File: config.mk
export PLATFORM = sky130hd
export DESIGN_NAME = tcp_scan_detector_core
export DESIGN_NICKNAME = d
export VERILOG_FILES = /design/src/hdl/tsd_pkg.sv /design/src/hdl/tcp_scan_detector_core.sv /design/src/hdl/tsd_regs.sv /design/src/hdl/tsd_tracker.sv /design/src/hdl/tsd_outq.sv
export VERILOG_INCLUDE_DIRS = /design/src /design/src/hdl
export SDC_FILE = /design/constraint.sdc
export NUM_CORES = 2
export LEC_CHECK = 0
export CORE_AREA = 5 5 411 413
export CTS_CLUSTER_SIZE = 25
export DETAILED_ROUTE_END_ITERATION = 7
export DIE_AREA = 0 0 416 418
export DONT_BUFFER_PORTS = 1
export GPL_ROUTABILITY_DRIVEN = 0
export SYNTH_ARGS = -nofsm -noshare
export SYNTH_HDL_FRONTEND = slang
export SYNTH_SLANG_ARGS = --single-unit
File: constraint.sdc
create_clock -name clk -period 13.9 [get_ports clk]
set_input_delay 0.695 -clock clk [delete_from_list [all_inputs] [get_ports clk]]
set_output_delay 0.695 -clock clk [all_outputs]
set_load 0.02 [all_outputs]
File: src/hdl/tcp_scan_detector_core_macros.svh
// ----------------------------------------------------------------------------
// Assertion macros for the TCP scan detector
// Concurrent check wrappers, compiled away for synthesis.
// ----------------------------------------------------------------------------
`ifndef TCP_SCAN_DETECTOR_CORE_MACROS_SVH
`define TCP_SCAN_DETECTOR_CORE_MACROS_SVH

`ifndef SYNTHESIS
// same-cycle implication
`define TSD_ASSERT_NOW(label, ante, cons) \
  label: assert property (@(posedge clk) disable iff (rst) (ante) |-> (cons)) \
    else $error("tsd check failed");
// next-cycle implication
`define TSD_ASSERT_NEXT(label, ante, cons) \
  label: assert property (@(posedge clk) disable iff (rst) (ante) |=> (cons)) \
    else $error("tsd check failed");
`else
`define TSD_ASSERT_NOW(label, ante, cons)
`define TSD_ASSERT_NEXT(label, ante, cons)
`endif

`endif

File: src/hdl/tsd_pkg.sv
// ----------------------------------------------------------------------------
// tsd_pkg
// Shared types and constants of the TCP scan detector.
// ----------------------------------------------------------------------------
package tsd_pkg;

  localparam int ADDR_W    = 32;
  localparam int TIME_W    = 63;
  localparam int CNT_W     = 16;
  localparam int TMO_W     = 8;
  localparam int LIMIT_W   = 38;   // (255+1) s in ns fits in 38 bits
  localparam int PADDR_W   = 5;
  localparam int OUTQ_AW   = 2;
  localparam int OUTQ_DEPTH = 4;
  localparam int OUTQ_CW   = 3;

  localparam logic [63:0] NS_PER_SEC = 64'd1000000000;
  localparam logic [CNT_W-1:0] RESET_THRESHOLD = 16'd200;
  localparam logic [TMO_W-1:0] RESET_TIMEOUT = 8'd5;
  localparam logic [63:0] LIMIT_RESET_FULL = (64'(RESET_TIMEOUT) + 64'd1) * NS_PER_SEC;
  localparam logic [LIMIT_W-1:0] LIMIT_RESET = LIMIT_RESET_FULL[LIMIT_W-1:0];

  localparam logic [7:0] TCP_PROTOCOL = 8'd6;

  // exact flag patterns per class
  localparam logic [5:0] FLAGS_SYN  = 6'h02;
  localparam logic [5:0] FLAGS_NULL = 6'h00;
  localparam logic [5:0] FLAGS_XMAS = 6'h29;
  localparam logic [5:0] FLAGS_FIN  = 6'h01;

  // register indexes (byte address / 4)
  localparam logic [2:0] REG_SYN_THR  = 3'd0;
  localparam logic [2:0] REG_NULL_THR = 3'd1;
  localparam logic [2:0] REG_XMAS_THR = 3'd2;
  localparam logic [2:0] REG_FIN_THR  = 3'd3;
  localparam logic [2:0] REG_TIMEOUT  = 3'd4;

  typedef enum logic [2:0] {
    KIND_SYN  = 3'd0,
    KIND_NULL = 3'd1,
    KIND_XMAS = 3'd2,
    KIND_FIN  = 3'd3,
    KIND_NONE = 3'd4
  } kind_t;

  typedef struct packed {
    logic [3:0][CNT_W-1:0] thr;       // indexed by class
    logic [LIMIT_W-1:0]    limit_ns;  // (timeout + 1) seconds in ns
  } cfg_t;

  typedef struct packed {
    logic [ADDR_W-1:0] src;
    logic [TIME_W-1:0] last_time;
    logic [CNT_W-1:0]  count;
  } entry_t;

  typedef struct packed {
    kind_t             kind;
    logic              alert;
    logic [ADDR_W-1:0] alert_address;
  } result_t;

endpackage

File: src/hdl/tcp_scan_detector_core.sv
// Each item passes the tracker stage, then the result queue.
// Throughput: one item per cycle; set by the tracker's read-modify-write
// of the class memory, with the previous write forwarded.
// Input stalls while the result queue and the tracker stage together hold four items.
// Reset (rst, synchronous): trackers read as zero, queue empties, thresholds 200, timeout 5 s.
// ----------------------------------------------------------------------------
// tcp_scan_detector_core
// TCP flag scan detector: classifies packets and alerts per class threshold.
// ----------------------------------------------------------------------------
module tcp_scan_detector_core
  import tsd_pkg::*;
(
  input  logic               clk,
  input  logic               rst,
  input  logic               in_valid,
  output logic               in_ready,
  input  logic [7:0]         protocol,
  input  logic [ADDR_W-1:0]  source_address,
  input  logic [5:0]         tcp_flags,
  input  logic [TIME_W-1:0]  arrival_time_ns,
  output logic               out_valid,
  input  logic               out_ready,
  output logic [2:0]         scan_kind,
  output logic               alert,
  output logic [ADDR_W-1:0]  alert_address,
  input  logic               psel,
  input  logic               penable,
  input  logic               pwrite,
  input  logic [PADDR_W-1:0] paddr,
  input  logic [31:0]        pwdata,
  output logic [31:0]        prdata,
  output logic               pready
);

  cfg_t               cfg;
  logic               acc;
  logic               busy;
  logic               res_valid;
  result_t            res;
  result_t            head;
  logic [OUTQ_CW-1:0] q_count;
  logic [OUTQ_CW-1:0] in_flight;

  tsd_regs u_regs (
    .clk     (clk),
    .rst     (rst),
    .psel    (psel),
    .penable (penable),
    .pwrite  (pwrite),
    .paddr   (paddr),
    .pwdata  (pwdata),
    .prdata  (prdata),
    .pready  (pready),
    .cfg     (cfg)
  );

  // room for the item in the tracker stage plus everything queued
  assign in_flight = q_count + OUTQ_CW'(busy);
  assign in_ready  = (in_flight < OUTQ_CW'(OUTQ_DEPTH));
  assign acc       = in_valid && in_ready;

  tsd_tracker u_tracker (
    .clk             (clk),
    .rst             (rst),
    .acc             (acc),
    .protocol        (protocol),
    .source_address  (source_address),
    .tcp_flags       (tcp_flags),
    .arrival_time_ns (arrival_time_ns),
    .cfg             (cfg),
    .busy            (busy),
    .res_valid       (res_valid),
    .res             (res)
  );

  tsd_outq u_outq (
    .clk        (clk),
    .rst        (rst),
    .push       (res_valid),
    .push_data  (res),
    .pop        (out_valid && out_ready),
    .head_valid (out_valid),
    .head       (head),
    .count      (q_count)
  );

  assign scan_kind     = head.kind;
  assign alert         = head.alert;
  assign alert_address = head.alert_address;

endmodule

File: src/hdl/tsd_regs.sv
// ----------------------------------------------------------------------------
// tsd_regs
// APB configuration registers: class thresholds and scan timeout.
// ----------------------------------------------------------------------------
module tsd_regs
  import tsd_pkg::*;
(
  input  logic               clk,
  input  logic               rst,
  input  logic               psel,
  input  logic               penable,
  input  logic               pwrite,
  input  logic [PADDR_W-1:0] paddr,
  input  logic [31:0]        pwdata,
  output logic [31:0]        prdata,
  output logic               pready,
  output cfg_t               cfg
);

  logic [TMO_W-1:0] timeout;
  logic [2:0]       idx;
  logic             wr;
  logic [63:0]      limit_full;

  assign pready = 1'b1;
  assign idx = paddr[PADDR_W-1:2];
  assign wr = psel && penable && pwrite;
  // (t + 1) * 1e9: narrow operand times a constant
  assign limit_full = (64'(pwdata[TMO_W-1:0]) + 64'd1) * NS_PER_SEC;

  always_ff @(posedge clk) begin
    if (rst) begin
      cfg.thr      <= {4{RESET_THRESHOLD}};
      cfg.limit_ns <= LIMIT_RESET;
      timeout      <= RESET_TIMEOUT;
    end else if (wr) begin
      unique case (idx)
        REG_SYN_THR:  cfg.thr[0] <= pwdata[CNT_W-1:0];
        REG_NULL_THR: cfg.thr[1] <= pwdata[CNT_W-1:0];
        REG_XMAS_THR: cfg.thr[2] <= pwdata[CNT_W-1:0];
        REG_FIN_THR:  cfg.thr[3] <= pwdata[CNT_W-1:0];
        REG_TIMEOUT: begin
          timeout      <= pwdata[TMO_W-1:0];
          cfg.limit_ns <= limit_full[LIMIT_W-1:0];
        end
        default: ;
      endcase
    end
  end

  always_comb begin
    unique case (idx)
      REG_SYN_THR:  prdata = 32'(cfg.thr[0]);
      REG_NULL_THR: prdata = 32'(cfg.thr[1]);
      REG_XMAS_THR: prdata = 32'(cfg.thr[2]);
      REG_FIN_THR:  prdata = 32'(cfg.thr[3]);
      REG_TIMEOUT:  prdata = 32'(timeout);
      default:      prdata = '0;
    endcase
  end

endmodule

File: src/hdl/tsd_tracker.sv
// ----------------------------------------------------------------------------
// tsd_tracker
// Per-class tracker memory with read-modify-write and forwarding.
// ----------------------------------------------------------------------------
module tsd_tracker
  import tsd_pkg::*;
(
  input  logic              clk,
  input  logic              rst,
  input  logic              acc,
  input  logic [7:0]        protocol,
  input  logic [ADDR_W-1:0] source_address,
  input  logic [5:0]        tcp_flags,
  input  logic [TIME_W-1:0] arrival_time_ns,
  input  cfg_t              cfg,
  output logic              busy,
  output logic              res_valid,
  output result_t           res
);

  `include "tcp_scan_detector_core_macros.svh"

  entry_t mem [4];
  entry_t rd_ent;
  logic [3:0] ent_valid;       // entry written since reset, else reads as zero

  kind_t kind;

  logic              s1_valid;
  kind_t             s1_kind;
  logic [ADDR_W-1:0] s1_src;
  logic [TIME_W-1:0] s1_now;

  logic       fwd_valid;
  logic [1:0] fwd_idx;
  entry_t     fwd_ent;

  entry_t     cur;
  entry_t     wr_ent;
  logic       wr_en;
  logic [1:0] s1_idx;
  logic       same;
  logic [63:0] diff;
  logic       timely;
  logic [CNT_W-1:0] cnt_inc;
  logic       hit;
  logic       alarm;

  always_comb begin
    kind = KIND_NONE;
    if (protocol == TCP_PROTOCOL) begin
      case (tcp_flags)
        FLAGS_SYN:  kind = KIND_SYN;
        FLAGS_NULL: kind = KIND_NULL;
        FLAGS_XMAS: kind = KIND_XMAS;
        FLAGS_FIN:  kind = KIND_FIN;
        default:    kind = KIND_NONE;
      endcase
    end
  end

  always_ff @(posedge clk) begin
    if (wr_en) begin
      mem[s1_idx] <= wr_ent;
    end
    if (acc) begin
      rd_ent <= mem[kind[1:0]];
    end
  end

  always_ff @(posedge clk) begin
    if (rst) begin
      s1_valid  <= 1'b0;
      fwd_valid <= 1'b0;
      ent_valid <= '0;
    end else begin
      s1_valid  <= acc;
      fwd_valid <= wr_en;
      if (wr_en) begin
        ent_valid[s1_idx] <= 1'b1;
      end
    end
  end

  always_ff @(posedge clk) begin
    if (acc) begin
      s1_kind <= kind;
      s1_src  <= source_address;
      s1_now  <= arrival_time_ns;
    end
    if (wr_en) begin
      fwd_idx <= s1_idx;
      fwd_ent <= wr_ent;
    end
  end

  assign s1_idx = s1_kind[1:0];
  assign wr_en  = s1_valid && (s1_kind != KIND_NONE);

  always_comb begin
    // write from the previous cycle has not reached the read data yet
    if (fwd_valid && (fwd_idx == s1_idx)) begin
      cur = fwd_ent;
    end else if (ent_valid[s1_idx]) begin
      cur = rd_ent;
    end else begin
      cur = '0;
    end

    same    = (cur.src == s1_src);
    diff    = {1'b0, s1_now} - {1'b0, cur.last_time};
    // negative gap always counts
    timely  = diff[63] ||
              ((diff[62:LIMIT_W] == '0) && (diff[LIMIT_W-1:0] < cfg.limit_ns));
    cnt_inc = cur.count + 16'd1;
    hit     = same && timely;
    alarm   = hit && (cnt_inc >= cfg.thr[s1_idx]);

    wr_ent.src       = s1_src;
    wr_ent.last_time = s1_now;
    if (!same || alarm) begin
      wr_ent.count = '0;
    end else if (hit) begin
      wr_ent.count = cnt_inc;
    end else begin
      wr_ent.count = cur.count;
    end

    res.kind          = s1_kind;
    res.alert         = wr_en && alarm;
    res.alert_address = (wr_en && alarm) ? cur.src : '0;
  end

  assign res_valid = s1_valid;
  assign busy      = s1_valid;

  `TSD_ASSERT_NOW(a_alert_has_class, res_valid && res.alert, res.kind != KIND_NONE)
  `TSD_ASSERT_NOW(a_quiet_addr_zero, res_valid && !res.alert, res.alert_address == '0)
  `TSD_ASSERT_NOW(a_alert_clears_count, res_valid && res.alert, wr_ent.count == '0)
  `TSD_ASSERT_NEXT(a_write_forwarded, wr_en, fwd_valid && (fwd_idx == $past(s1_idx)))

endmodule

File: src/hdl/tsd_outq.sv
// ----------------------------------------------------------------------------
// tsd_outq
// Small result queue that decouples the tracker from output backpressure.
// ----------------------------------------------------------------------------
module tsd_outq
  import tsd_pkg::*;
(
  input  logic               clk,
  input  logic               rst,
  input  logic               push,
  input  result_t            push_data,
  input  logic               pop,
  output logic               head_valid,
  output result_t            head,
  output logic [OUTQ_CW-1:0] count
);

  result_t q [OUTQ_DEPTH];
  logic [OUTQ_AW-1:0] wr_ptr;
  logic [OUTQ_AW-1:0] rd_ptr;

  always_ff @(posedge clk) begin
    if (push) begin
      q[wr_ptr] <= push_data;
    end
  end

  always_ff @(posedge clk) begin
    if (rst) begin
      wr_ptr <= '0;
      rd_ptr <= '0;
      count  <= '0;
    end else begin
      if (push) begin
        wr_ptr <= wr_ptr + 1'b1;
      end
      if (pop) begin
        rd_ptr <= rd_ptr + 1'b1;
      end
      if (push && !pop) begin
        count <= count + 1'b1;
      end else if (pop && !push) begin
        count <= count - 1'b1;
      end
    end
  end

  assign head_valid = (count != '0);
  assign head       = q[rd_ptr];

endmodule
==> reports/metrics.yaml <==
layout:
  final_util_pct: 32.73
  final_common_cell: "edfxtp_1"
  syn_to_final_growth_pct: 13.25
  final_cell_count_no_fill: 6057
  nets: 4159
  drive_above_1_share_pct: 8.342
  final_cell_mix: "edfxtp_1, nand2_1, a21oi_1"
  final_area_sq_um: 53820
grt:
  grt_pass1_vias: 29530
  grt_use_total_pct: 13.39
  grt_max_degree: 89
  grt_pass1_wl_mm: 181.7
  antenna_found_initial: 31
  grt_overflow: 0
logic_synthesis:
  syn_inst: 3793
  ys_async_sr_fraction_pct: 0
  postSynthAreaPerCell_sq_um: 12.53
  ys_ff_latch: 1026
  yosysWarnings: 0
  ys_seq_area_share_pct: 62.39
  synth_edf_count: 910
  ys_types: 88
  syn_area_sq_um: 47520
  synthFlopType: "edfxtp_1"
timing:
  worstMarginPinSlew_ns: 1.195
  timing.final.max_slew_violations: 0
  slew_headroom_pct: 19.74
  hold_violations: 0
  skew_ns: 0.06996
  finalSetupTns_ns: 0
  fmax_mhz: 110.2
  finalCritPeriodShare_pct: 65.26
  period_minus_slack_ns: 9.071
  rsz0062_at_grt: "no"
  final-setup-viol-count: 0
  hold_ws_ns: 0.06806
route:
  drc: 0
  wl_per_cell_microns: 19.79
  routed_wirelength_mm: 119.9
  drt_iter0_drc: 2114
  num_vias: 29840
  final_antenna_net_count: 0
  avgViaCountPerCell: 4.926
  first_pass_iters: 5
cts:
  cts_buffers: 107
  cts_resized: 0
  cts-hold-fix-buffers: 35
  cts.clk_slew.worst_paths_ns: 0.06
  ctsLongestPathBuffers: 3
  clock-root-buffer: "clkbuf_16"
  cts.sinks: 1026
  cts_tree: "built"
  insertion_delay_ns: 0.75
  cts_setup_buffers: 0
  cts_max_level: 3
worst_setup_path:
  cp_slowest_cell: "buf_4"
  r2r_cells: 28
  cp_slowest_stage_delay_ns: 0.70
  cp_top_family: "compound AO/OA/AOI/OAI gates"
  required_ns: 14.30
  r2r_end: "u_tracker.mem[0][5]"
  critPathCaptureType: "flip-flop"
  cp-start-kind: "flip-flop"
  r2r_start: "u_tracker.s1_kind[0]"
  criticalPathCategory: "reg -> reg"
  critPathMaxFanout: 67
  r2r_slack_ns: 4.83
  crit_buf_inv: 2
  critical_path_arrival_ns: 9.47
floorplanning:
  dieHeight_microns: 418
  die-width_microns: 416
  rows: 149
  core_sq_um: 164400
  io_pins: 224
  dieArea_sq_um: 173900
  initial_core_util_pct: 28.90
power_and_ir_drop:
  p_per_area_nw_per_um2: 155.4
  ir_drop_mv: 0.1051
  p_leak_nw: 18.31
place:
  place_hpwl_mm: 76.09
  dpl-instance-area_sq_um: 49780
  dpl.cell_count: 5815
  portBuffers: 0
hold_path:
  holdPathStages: 0
  holdCritPathClass: "in -> reg"
  min_to: "u_tracker.s1_now[8]"
  hp-start: "arrival_time_ns[8]"
flow_run:
  drv_cap: 0
run_status:
  status: "finished clean"
## cells by family after synthesis
logic type | after synthesis | share of synthesized area, %
AOI/OAI and AO/OA | 719 | 10.15
adders and majority gates | 236 | 7.146
buffers and inverters | 366 | 3.099
xor gates and xnor gates | 116 | 2.138
muxes | 80 | 3.318
other | 2 | 0.01580
and+or+nand+nor | 1248 | 11.74
DFF | 1026 | 62.39
## report_power, final
group | leakage, nW | internal, mW | switching, mW
sequential | 9.21 | 3.63 | 0.112
clock | 1.77 | 1.71 | 1.24
combinational | 7.33 | 0.639 | 1.04
## per-layer routing
layer  global-route usage (%)  share of wire (%)  vias up
met2                    23.47                 50      775
met5                        0              0.040        -
met1                    16.80                 42    14860
met3                    1.971                4.5      225
met4                    4.897                3.4        8
li1                         -                  -    13970
## synthesized netlist by cell type, types with 21 or more instances
master | instances | area share [%]
fa_1 | 59 | 2.5
nor2_1 | 143 | 1.1
nand3_1 | 45 | 0.47
a31oi_1 | 116 | 1.5
nor2b_1 | 21 | 0.28
a21oi_1 | 194 | 2.0
inv_1 | 147 | 1.2
o21ai_0 | 61 | 0.64
and3_1 | 132 | 1.7
xnor2_1 | 66 | 1.2
dfxtp_1 | 116 | 4.9
nand4_1 | 35 | 0.46
nor3_1 | 34 | 0.36
a21o_1 | 43 | 0.68
buf_1 | 26 | 0.21
nand2_1 | 736 | 5.8
xor2_1 | 50 | 0.92
a22oi_1 | 123 | 1.9
mux4_2 | 61 | 2.9
ha_1 | 177 | 4.7
edfxtp_1 | 910 | 58
clkbuf_1 | 162 | 1.3
## through the flow
| stage | power [mW] | worst slack [ns] |
|---|---|---|
| 2_1_floorplan | 5.080 | 4.700 |
| 3_3_place_gp | 5.453 | 5.041 |
| 3_5_place_dp | 5.474 | 4.900 |
| 4_1_cts | 8.459 | 4.823 |
| 5_1_grt | 8.785 | 4.245 |
| 6_report | 8.364 | 4.829 |
## area by class of cell
type	instances	area, sq um
sequential	1026	29650
inverter	150	573.1
timing repair buffer	69	615.6
fill	16200	110600
clock buffer	138	2856
clock inverter	61	805.8
tap	2189	2739
antenna	8	20.02
multi-input combinational	2416	16560
## sequential cells by signal, summed over array words and instances, names as in the netlist, 2 cells and up, named ones only
| signal | cells |
|---|---|
| u_regs.cfg | 93 |
| u_tracker.ent_valid | 4 |
| u_regs.timeout | 8 |
| u_tracker.s1_src | 32 |
| u_outq.q | 144 |
| u_tracker.s1_kind | 3 |
| u_tracker.rd_ent | 111 |
| u_tracker.mem | 444 |
| u_tracker.fwd_ent | 111 |
| u_outq.wr_ptr | 2 |
| u_outq.count | 3 |
| u_outq.rd_ptr | 2 |
| u_tracker.s1_now | 63 |
| u_tracker.fwd_idx | 2 |
## worst max path at each step
stage	start	endpoint	slack [ns]	depth (start not counted)
after floorplan	u_tracker.s1_kind[0]	u_tracker.mem[0][0]	4.70	3
after global placement	u_tracker.s1_kind[0]	u_tracker.mem[0][5]	5.04	28
after detailed placement	u_tracker.s1_kind[0]	u_tracker.mem[2][5]	4.90	28
after CTS	u_tracker.s1_kind[0]	u_tracker.fwd_ent[5]	4.82	28
after global routing	u_tracker.s1_kind[0]	u_tracker.fwd_ent[5]	4.25	28
final	u_tracker.s1_kind[0]	u_tracker.mem[0][5]	4.83	28
Power figures use the tool's default switching activity.
